$ cat config.mk
export PLATFORM = sky130hd
export DESIGN_NAME = audio_packet_deframer_seq_tracker_top
export DESIGN_NICKNAME = d
export VERILOG_FILES = /design/src/rtl/apdst_pkg.sv /design/src/rtl/apdst_deframer_core.sv /design/src/rtl/apdst_result_fifo.sv /design/src/rtl/audio_packet_deframer_seq_tracker_top.sv
export VERILOG_INCLUDE_DIRS = /design/src /design/src/rtl
export SDC_FILE = /design/constraint.sdc
export NUM_CORES = 2
export LEC_CHECK = 0
export BUFFER_PORTS_ARGS = -buffer_cell sky130_fd_sc_hd__buf_4
export CORE_MARGIN = 1
export CORE_UTILIZATION = 55
export DETAILED_ROUTE_END_ITERATION = 7
export PLACE_DENSITY = 0.72
export SLEW_MARGIN = 20
export SYNTH_ARGS = -nofsm -noshare
export SYNTH_HDL_FRONTEND = slang
export SYNTH_HIERARCHICAL = 1
export SYNTH_SLANG_ARGS = --single-unit
$ cat constraint.sdc
create_clock -name aclk -period 26.7 [get_ports aclk]
set_input_delay 5.34 -clock aclk [delete_from_list [all_inputs] [get_ports aclk]]
set_output_delay 5.34 -clock aclk [all_outputs]
set_load 0.05 [all_outputs]
$ cat src/rtl/audio_packet_deframer_seq_tracker_top_defines.svh
// Assertion macros used by the audio packet deframer RTL.
// Needs no other file; included by the modules that carry assertions.
`ifndef AUDIO_PACKET_DEFRAMER_SEQ_TRACKER_TOP_DEFINES_SVH
`define AUDIO_PACKET_DEFRAMER_SEQ_TRACKER_TOP_DEFINES_SVH

// Property that must hold at every clock edge out of reset.
`define APDST_ASSERT(lbl, clk, rst_n, prop, msg) \
    lbl: assert property (@(posedge clk) disable iff (!rst_n) (prop)) else $error(msg);

// Implication whose consequent is checked in the cycle after the antecedent.
`define APDST_ASSERT_NEXT(lbl, clk, rst_n, ante, cons, msg) \
    lbl: assert property (@(posedge clk) disable iff (!rst_n) (ante) |=> (cons)) \
        else $error(msg);

`endif

$ cat src/rtl/apdst_pkg.sv
// Shared constants, codes and types of the audio packet deframer.
// No dependencies; imported by every module of the block.
package apdst_pkg;

    localparam int MAX_PACKET_BYTES = 2048;
    localparam int HEADER_BYTES     = 6;
    localparam int MIN_PACKET_BYTES = 8;

    // byte counter saturates at MAX_PACKET_BYTES; length is one more
    localparam int POS_W   = $clog2(MAX_PACKET_BYTES + 1);
    localparam int LEN_W   = POS_W + 1;
    localparam int COUNT_W = 10;

    localparam logic [15:0] HALF_RANGE = 16'h8000;

    localparam int FIFO_DEPTH = 4;
    localparam int FIFO_PTR_W = $clog2(FIFO_DEPTH);
    localparam int FIFO_LVL_W = $clog2(FIFO_DEPTH + 1);

    typedef enum logic {
        FUNC_BYTE  = 1'b0,
        FUNC_CLEAR = 1'b1
    } func_e;

    typedef enum logic {
        KIND_SAMPLE  = 1'b0,
        KIND_VERDICT = 1'b1
    } result_kind_e;

    typedef enum logic [1:0] {
        ST_ACCEPTED   = 2'd0,
        ST_TOO_SHORT  = 2'd1,
        ST_ODD_LENGTH = 2'd2,
        ST_TOO_LONG   = 2'd3
    } status_e;

    typedef enum logic [1:0] {
        EV_FIRST    = 2'd0,
        EV_IN_ORDER = 2'd1,
        EV_GAP      = 2'd2,
        EV_REORDER  = 2'd3
    } seq_event_e;

    typedef struct packed {
        result_kind_e        kind;
        logic signed [15:0]  sample_value;
        status_e             packet_status;
        logic [15:0]         sequence_number;
        logic [31:0]         packet_timestamp;
        logic [COUNT_W-1:0]  sample_count;
        seq_event_e          sequence_event;
        logic [15:0]         dropped_now;
        logic [31:0]         received_total;
        logic [31:0]         dropped_total;
        logic [31:0]         out_of_order_total;
        logic                run_end;
    } result_t;

    // which result slots the core fills in a cycle; slot b only with slot a
    typedef struct packed {
        logic valid_a;
        logic valid_b;
    } emit_t;

endpackage

$ cat src/rtl/apdst_deframer_core.sv
// Byte-level deframer: header gather, sample assembly, length verdict and
// sequence statistics. Uses apdst_pkg; results go to apdst_result_fifo.
module apdst_deframer_core
    import apdst_pkg::*;
(
    input  logic       aclk,
    input  logic       aresetn,
    input  logic       in_accept,
    input  logic       in_func,
    input  logic [7:0] in_byte,
    input  logic       in_last,
    output emit_t      emit,
    output result_t    rslt_a,
    output result_t    rslt_b
);

    logic [POS_W-1:0] pos_reg,      pos_next;
    logic [15:0]      hdr_seq_reg,  hdr_seq_next;
    logic [31:0]      hdr_ts_reg,   hdr_ts_next;
    logic [7:0]       low_byte_reg, low_byte_next;
    logic [15:0]      last_seq_reg, last_seq_next;
    logic             first_reg,    first_next;
    logic [31:0]      recv_reg,     recv_next;
    logic [31:0]      drop_reg,     drop_next;
    logic [31:0]      ooo_reg,      ooo_next;

    logic             below_max;
    logic             sample_hit;
    logic [LEN_W-1:0] len;
    logic [LEN_W-1:0] eff;
    logic [LEN_W-1:0] cnt_full;
    status_e          status;
    seq_event_e       seq_event;
    logic [15:0]      exp_seq;
    logic [15:0]      gap;
    logic             gap_like;
    logic             is_byte;
    result_t          sample_res;
    result_t          verdict_res;

    assign below_max = pos_reg < POS_W'(MAX_PACKET_BYTES);
    assign is_byte   = in_accept && (in_func == FUNC_BYTE);

    // header and sample gathering for the incoming byte
    always_comb begin
        hdr_seq_next  = hdr_seq_reg;
        hdr_ts_next   = hdr_ts_reg;
        low_byte_next = low_byte_reg;
        sample_hit    = 1'b0;
        if (pos_reg == POS_W'(0)) begin
            hdr_seq_next = {8'h00, in_byte};
            hdr_ts_next  = '0;
        end else if (pos_reg == POS_W'(1)) begin
            hdr_seq_next[15:8] = in_byte;
        end else if (pos_reg < POS_W'(HEADER_BYTES)) begin
            case (pos_reg[1:0])
                2'd2:    hdr_ts_next[7:0]   = in_byte;
                2'd3:    hdr_ts_next[15:8]  = in_byte;
                2'd0:    hdr_ts_next[23:16] = in_byte;
                default: hdr_ts_next[31:24] = in_byte;
            endcase
        end else if (below_max) begin
            // header length is even, so an even position holds a low byte
            if (!pos_reg[0]) begin
                low_byte_next = in_byte;
            end else begin
                sample_hit = 1'b1;
            end
        end
    end

    // length verdict
    always_comb begin
        len = {1'b0, pos_reg} + LEN_W'(1);
        eff = (len < LEN_W'(MAX_PACKET_BYTES)) ? len : LEN_W'(MAX_PACKET_BYTES);
        cnt_full = (eff > LEN_W'(HEADER_BYTES)) ?
                   ((eff - LEN_W'(HEADER_BYTES)) >> 1) : '0;
        if (len < LEN_W'(MIN_PACKET_BYTES)) begin
            status = ST_TOO_SHORT;
        end else if (len > LEN_W'(MAX_PACKET_BYTES)) begin
            status = ST_TOO_LONG;
        end else if (len[0]) begin
            status = ST_ODD_LENGTH;
        end else begin
            status = ST_ACCEPTED;
        end
    end

    // sequence classification and statistics
    always_comb begin
        exp_seq  = last_seq_reg + 16'd1;
        gap_like = ((exp_seq > HALF_RANGE) && (hdr_seq_next < HALF_RANGE)) ||
                   (hdr_seq_next > exp_seq);
        gap       = '0;
        seq_event = EV_FIRST;

        pos_next      = pos_reg;
        last_seq_next = last_seq_reg;
        first_next    = first_reg;
        recv_next     = recv_reg;
        drop_next     = drop_reg;
        ooo_next      = ooo_reg;

        if (in_accept && (in_func == FUNC_CLEAR)) begin
            last_seq_next = '0;
            first_next    = 1'b0;
            recv_next     = '0;
            drop_next     = '0;
            ooo_next      = '0;
        end else if (is_byte && !in_last) begin
            if (below_max) begin
                pos_next = pos_reg + POS_W'(1);
            end
        end else if (is_byte) begin
            pos_next = '0;
            if (status == ST_ACCEPTED) begin
                recv_next     = recv_reg + 32'd1;
                last_seq_next = hdr_seq_next;
                if (!first_reg) begin
                    first_next = 1'b1;
                end else if (hdr_seq_next == exp_seq) begin
                    seq_event = EV_IN_ORDER;
                end else if (gap_like) begin
                    seq_event = EV_GAP;
                    gap       = hdr_seq_next - exp_seq;
                    drop_next = drop_reg + {16'h0000, gap};
                end else begin
                    seq_event = EV_REORDER;
                    ooo_next  = ooo_reg + 32'd1;
                end
            end
        end
    end

    // result words
    always_comb begin
        sample_res              = '0;
        sample_res.kind         = KIND_SAMPLE;
        sample_res.sample_value = {in_byte, low_byte_reg};
        sample_res.run_end      = !in_last;

        verdict_res                    = '0;
        verdict_res.kind               = KIND_VERDICT;
        verdict_res.packet_status      = status;
        verdict_res.sequence_number    = hdr_seq_next;
        verdict_res.packet_timestamp   = hdr_ts_next;
        verdict_res.sample_count       = COUNT_W'(cnt_full);
        verdict_res.sequence_event     = seq_event;
        verdict_res.dropped_now        = gap;
        verdict_res.received_total     = recv_next;
        verdict_res.dropped_total      = drop_next;
        verdict_res.out_of_order_total = ooo_next;
        verdict_res.run_end            = 1'b1;

        emit   = '0;
        rslt_a = sample_res;
        rslt_b = verdict_res;
        if (is_byte) begin
            if (!in_last) begin
                emit.valid_a = sample_hit;
            end else if (sample_hit) begin
                emit.valid_a = 1'b1;
                emit.valid_b = 1'b1;
            end else begin
                emit.valid_a = 1'b1;
                rslt_a       = verdict_res;
            end
        end
    end

    always_ff @(posedge aclk) begin
        if (!aresetn) begin
            pos_reg      <= '0;
            hdr_seq_reg  <= '0;
            hdr_ts_reg   <= '0;
            low_byte_reg <= '0;
            last_seq_reg <= '0;
            first_reg    <= 1'b0;
            recv_reg     <= '0;
            drop_reg     <= '0;
            ooo_reg      <= '0;
        end else begin
            pos_reg      <= pos_next;
            last_seq_reg <= last_seq_next;
            first_reg    <= first_next;
            recv_reg     <= recv_next;
            drop_reg     <= drop_next;
            ooo_reg      <= ooo_next;
            if (is_byte) begin
                hdr_seq_reg  <= hdr_seq_next;
                hdr_ts_reg   <= hdr_ts_next;
                low_byte_reg <= low_byte_next;
            end
        end
    end

endmodule

$ cat src/rtl/apdst_result_fifo.sv
// Result queue: takes up to two result words per cycle, releases one while out_ready is high.
// Uses apdst_pkg and the assertion macros header.
`include "audio_packet_deframer_seq_tracker_top_defines.svh"

module apdst_result_fifo
    import apdst_pkg::*;
(
    input  logic    aclk,
    input  logic    aresetn,
    input  emit_t   emit,
    input  result_t rslt_a,
    input  result_t rslt_b,
    output logic    room_for_two,
    output logic    out_valid,
    input  logic    out_ready,
    output result_t out_word
);

    result_t               slot_reg [FIFO_DEPTH];
    logic [FIFO_PTR_W-1:0] wr_ptr_reg, wr_ptr_next;
    logic [FIFO_PTR_W-1:0] rd_ptr_reg, rd_ptr_next;
    logic [FIFO_LVL_W-1:0] level_reg,  level_next;
    logic [FIFO_PTR_W-1:0] wr_ptr_b;
    logic [FIFO_LVL_W-1:0] push_cnt;
    logic                  pop;

    assign push_cnt     = FIFO_LVL_W'(emit.valid_a) + FIFO_LVL_W'(emit.valid_b);
    assign pop          = out_valid && out_ready;
    assign wr_ptr_b     = wr_ptr_reg + FIFO_PTR_W'(1);
    assign out_valid    = level_reg != '0;
    assign out_word     = slot_reg[rd_ptr_reg];
    assign room_for_two = level_reg <= FIFO_LVL_W'(FIFO_DEPTH - 2);

    always_comb begin
        wr_ptr_next = wr_ptr_reg + FIFO_PTR_W'(push_cnt);
        rd_ptr_next = pop ? rd_ptr_reg + FIFO_PTR_W'(1) : rd_ptr_reg;
        level_next  = level_reg + push_cnt - FIFO_LVL_W'(pop);
    end

    always_ff @(posedge aclk) begin
        if (!aresetn) begin
            wr_ptr_reg <= '0;
            rd_ptr_reg <= '0;
            level_reg  <= '0;
        end else begin
            wr_ptr_reg <= wr_ptr_next;
            rd_ptr_reg <= rd_ptr_next;
            level_reg  <= level_next;
        end
    end

    always_ff @(posedge aclk) begin
        if (emit.valid_a) begin
            slot_reg[wr_ptr_reg] <= rslt_a;
        end
        if (emit.valid_b) begin
            slot_reg[wr_ptr_b] <= rslt_b;
        end
    end

    `APDST_ASSERT(a_level_bound, aclk, aresetn, level_reg <= FIFO_LVL_W'(FIFO_DEPTH), "result queue level beyond depth")
    `APDST_ASSERT(a_no_overflow, aclk, aresetn, (level_reg + push_cnt) <= FIFO_LVL_W'(FIFO_DEPTH), "result queue overflow")
    `APDST_ASSERT(a_second_needs_first, aclk, aresetn, !emit.valid_b || emit.valid_a, "second result slot used alone")
    `APDST_ASSERT_NEXT(a_pop_drains, aclk, aresetn, pop && (push_cnt == '0), level_reg == $past(level_reg) - FIFO_LVL_W'(1), "pop did not drain the queue")

endmodule

$ cat src/rtl/audio_packet_deframer_seq_tracker_top.sv
// Audio packet deframer with sequence tracker, top level.
// Uses apdst_pkg, apdst_deframer_core and apdst_result_fifo.
//
// Takes one payload byte per cycle while s_tready is high. Each accepted byte is
// decoded in the cycle it arrives and its results are written into a four-word
// result queue, which registers them before they show on the master side. A byte
// yields zero, one or two results; the only two-result case is a final byte that
// completes a sample (sample, then verdict). s_tready is high while the queue has
// room for two words, so with the master side always ready the block sustains one
// byte per cycle. Samples of a packet leave before its verdict: discard them
// downstream when the verdict is not accepted. A clear word (tuser high) zeroes the
// statistics and yields no result.
module audio_packet_deframer_seq_tracker_top
    import apdst_pkg::*;
(
    input  logic         aclk,
    input  logic         aresetn,

    input  logic         s_tvalid,
    output logic         s_tready,
    input  logic [7:0]   s_tdata,   // data_byte
    input  logic         s_tuser,   // func
    input  logic         s_tlast,   // last_byte

    output logic         m_tvalid,
    input  logic         m_tready,
    // sample_value, packet_status, sequence_number, packet_timestamp, sample_count,
    // sequence_event, dropped_now, received_total, dropped_total,
    // out_of_order_total, zero fill
    output logic [191:0] m_tdata,
    output logic         m_tuser,   // result_kind
    output logic         m_tlast    // run_end
);

    emit_t   emit;
    result_t rslt_a;
    result_t rslt_b;
    result_t out_word;
    logic    room_for_two;
    logic    in_accept;

    assign s_tready  = room_for_two;
    assign in_accept = s_tvalid && s_tready;

    apdst_deframer_core u_core (
        .aclk      (aclk),
        .aresetn   (aresetn),
        .in_accept (in_accept),
        .in_func   (s_tuser),
        .in_byte   (s_tdata),
        .in_last   (s_tlast),
        .emit      (emit),
        .rslt_a    (rslt_a),
        .rslt_b    (rslt_b)
    );

    apdst_result_fifo u_fifo (
        .aclk         (aclk),
        .aresetn      (aresetn),
        .emit         (emit),
        .rslt_a       (rslt_a),
        .rslt_b       (rslt_b),
        .room_for_two (room_for_two),
        .out_valid    (m_tvalid),
        .out_ready    (m_tready),
        .out_word     (out_word)
    );

    assign m_tuser = out_word.kind;
    assign m_tlast = out_word.run_end;
    assign m_tdata = {2'b00,
                      out_word.out_of_order_total,
                      out_word.dropped_total,
                      out_word.received_total,
                      out_word.dropped_now,
                      out_word.sequence_event,
                      out_word.sample_count,
                      out_word.packet_timestamp,
                      out_word.sequence_number,
                      out_word.packet_status,
                      out_word.sample_value};

endmodule

==> results_dict.tcl <==
set metrics [dict create \
    vdd_drop_max_v 0.0000785 \
    clk_latency_ns 0.71 \
    cp_data_required_time_ns 27.27 \
    start_util_pct 55.9 \
    reg2reg_from "u_core/pos_reg[0]" \
    grt_pass1_vias 34529 \
    worstPathCellList "buf_4, mux2i_1, inv_1, ha_1, a21o_1, a41oi_1, o311a_1, o21ai_0, xnor2_1, inv_1, ha_1, and3_1, a21oi_1, a31oi_1, o41ai_1, buf_4, nor3_1, and4_1, or2_2, o21ai_0, mux2_2" \
    fin_nets 4194 \
    hold_path_depth 2 \
    rows 112 \
    netlist_instances 4066 \
    die_h_um 311 \
    finalCritPeriodShare_pct 39.8 \
    seq_area_frac_synth_pct 51.1 \
    cts.htree.levels 3 \
    status "complete, no violations" \
    critPathMaxStageDelay_ns 0.73 \
    sw_frac_of_total_pct 31.9 \
    skew_ns 0.0338 \
    synth.distinct_cells 84 \
    cts.repair.resized 0 \
    criticalPathCategory "primary input to flop" \
    hold_viol_final 0 \
    netlist.area_leader.share_pct 43.9 \
    cts_tree "done" \
    seq_area_um2 26900 \
    fmax_mhz 94.1 \
    grt_remaining_overflow 0 \
    synth_ff_type "edfxtp_1" \
    leakage_nw 22.0 \
    firstDrtPassIters 5 \
    share_comb_of_total_power_pct 24.1 \
    ios 210 \
    seq_power_share_pct 41.0 \
    multiInputGateArea_um2 24100 \
    yosysTopAreaCell "edfxtp_1" \
    dpl.hpwl_um 77600 \
    reg2reg_slack_ns 18.80 \
    critical-path-slowest-cell "o41ai_1" \
    areaGrowthSynthToFinish_pct 10.6 \
    async_flop_share_pct 0 \
    largest_register_ff_count 768 \
    min-delay-start "u_core/hdr_ts_reg[3]" \
    total_power_w 0.00402 \
    max_slew_margin_pct 23.8 \
    cellInternalPower_w 0.00274 \
    hold_path_end "u_core/hdr_ts_reg[3]" \
    final_common_cell "mux2_2" \
    worst_pin_slew_ns 1.14 \
    ant_nets 0 \
    synth_edf_count 768 \
    clock_path_buffers 3 \
    track_usage_pct 27.5 \
    routed_wl_um 135000 \
    pwr_density_cell_nw_per_um2 69.2 \
    gp_congestion 0.905 \
    wl_per_cell_um 24.7 \
    die_x_um 311 \
    cts.sinks 958 \
    power.switching_w 0.00128 \
    syn_area_um2 52500 \
    crit_path_start_kind "primary input" \
    fill_cells 7267 \
    num_vias 34224 \
    fin_tns_setup_ns 0 \
    design.die.area_um2 96700 \
    p_clk_share_pct 34.8 \
    ys_seq_elements 958 \
    holdBufCountCts 0 \
    dr.first_iter.drc_count 2932 \
    yosys_warnings 6 \
    period_needed_ns 10.63 \
    timing.rr.end "u_fifo/slot_reg[3][52]" \
    grt_pass1_wl_um 206000 \
    cap_violations 0 \
    numPortBuffers 207 \
    end_kind "flop" \
    grt_max_degree 146 \
    drv_slew 0 \
    cts_setup_buffers 0 \
    layout-drive-gt1-share_pct 34.1 \
    cts-root-buf "clkbuf_16" \
    ys_top_cells_by_area "edfxtp_1 (44%), mux2_2 (16%), mux4_2 (8.2%)" \
    hp-class "flop to flop" \
    diodes 0 \
    coreArea_um2 93900 \
    drcViolationCount 0 \
    r2r_cells 25 \
    crit_fanout 9 \
    setup_viol 0 \
    antenna_found_initial 1 \
    avgSynthCellArea_um2 12.9 \
    layout_common_cells "mux2_2 (769), edfxtp_1 (768), nor2_1 (293)" \
    critPathBufInv 4 \
    cts_buffers 102 \
    critPathArrivalTime_ns 11.20 \
    clk_pin_slew_ns 0.06 \
    critPathTopFamily "compound AO/OA/AOI/OAI gates" \
    viasPerCell 6.25 \
    rsz0062_at_grt "false" \
]
==> how the worst max path moves through the flow <==
stage / start / to / slack (ns) / depth (start not counted)
final: s_tdata[4] / u_fifo/slot_reg[3][52] / 16.07 / 21
after global routing: s_tdata[4] / u_fifo/slot_reg[1][52] / 15.78 / 21
after global placement: s_tdata[4] / u_fifo/slot_reg[1][52] / 15.72 / 21
after floorplan: s_tvalid / u_fifo/slot_reg[0][0] / 6.02 / 7
after CTS: s_tdata[4] / u_fifo/slot_reg[2][52] / 16.22 / 21
after detailed placement: s_tdata[4] / u_fifo/slot_reg[0][52] / 15.53 / 21
==> per-layer routing <==
metal | GRT usage [%] | wire length, um
met3 | 3.93 | 8280
met5 | 0 | 0
met4 | 9.27 | 4300
met2 | 46.2 | 66300
met1 | 36.7 | 56300
==> power by group through the flow <==
stage | Sequential [W] | Combinational (W) | Clock (W)
6_report | 0.00165 | 0.000970 | 0.00140
3_5_place_dp | 0.00168 | 0.000979 | 0
4_1_cts | 0.00165 | 0.000981 | 0.00142
5_1_grt | 0.00165 | 0.00101 | 0.00147
2_1_floorplan | 0.00167 | 0.000710 | 0
3_3_place_gp | 0.00168 | 0.000978 | 0
==> worst register-to-register path, stage by stage (launching register included) <==
cell     delay (ns)
dfxtp_1        0.44
inv_1          0.20
ha_1           0.19
or3b_2         0.57
nor3_4         0.22
buf_4          0.40
mux2i_1        0.69
inv_1          0.22
ha_1           0.37
a21o_1         0.18
a41oi_1        0.34
o311a_1        0.38
o21ai_0        0.16
xnor2_1        0.28
inv_1          0.11
ha_1           0.32
and3_1         0.17
a21oi_1        0.16
a31oi_1        0.18
o41ai_1        0.73
buf_4          0.28
nor3_1         0.05
and4_1         0.26
or2_2          0.30
o21ai_0        0.36
mux2_2         0.23
==> cells in the mapped netlist, drive strengths merged, types with 5 or more instances <==
library cell	number
a211oi	20
a21boi	40
a21o	18
a21oi	88
a22oi	9
a31oi	6
and2	44
and3	39
and4	16
buf	183
clkbuf	139
dfxtp	190
edfxtp	768
ha	49
inv	67
mux2	769
mux2i	123
mux4	192
nand2	286
nand2b	40
nand3	58
nand4	32
nor2	294
nor2b	24
nor3	70
nor4	28
o2111ai	5
o211a	15
o211ai	40
o21a	6
o21ai	124
o21bai	7
o22ai	8
o31a	6
o31ai	11
or2	13
or3	38
or4	66
xnor2	54
xor2	41
==> through the flow <==
stage | hold WS, ns | cells | utilization, % | worst slack (ns) | area (um2)
after CTS | 0.466 | 5472 | 61.9 | 16.22 | 58100
after global placement | 0.449 | 5278 | 58.4 | 15.72 | 54800
after detailed placement | 0.458 | 5278 | 58.4 | 15.53 | 54800
after floorplan | 0.440 | 4083 | - | 6.02 | 52600
final | 0.464 | 5472 | 61.9 | 16.07 | 58100
after global routing | 0.484 | 5472 | 61.9 | 15.78 | 58100
==> logic make-up after synthesis <==
family                   synth area share (%)
multiplexers                             27.1
AND/OR/NAND/NOR                          9.99
flip-flops                               51.1
AO/OA/AOI/OAI                            5.36
buffers and inverters                    3.35
XOR/XNOR                                 1.79
adder cells (fa/ha/maj)                  1.28
other                                  0.0214
==> cell type report <==
| cell class | count | share of cell area [%] |
|---|---|---|
| clock inverters | 53 | 0.864 |
| clock buffers | 141 | 4.82 |
| well taps | 1254 | 2.70 |
| inverters | 68 | 0.439 |
| multi-input cells | 2735 | 41.4 |
| flip-flops and latches | 958 | 46.3 |
| repair buffers | 263 | 3.48 |
Note: power is estimated with default switching activity, not from simulation.
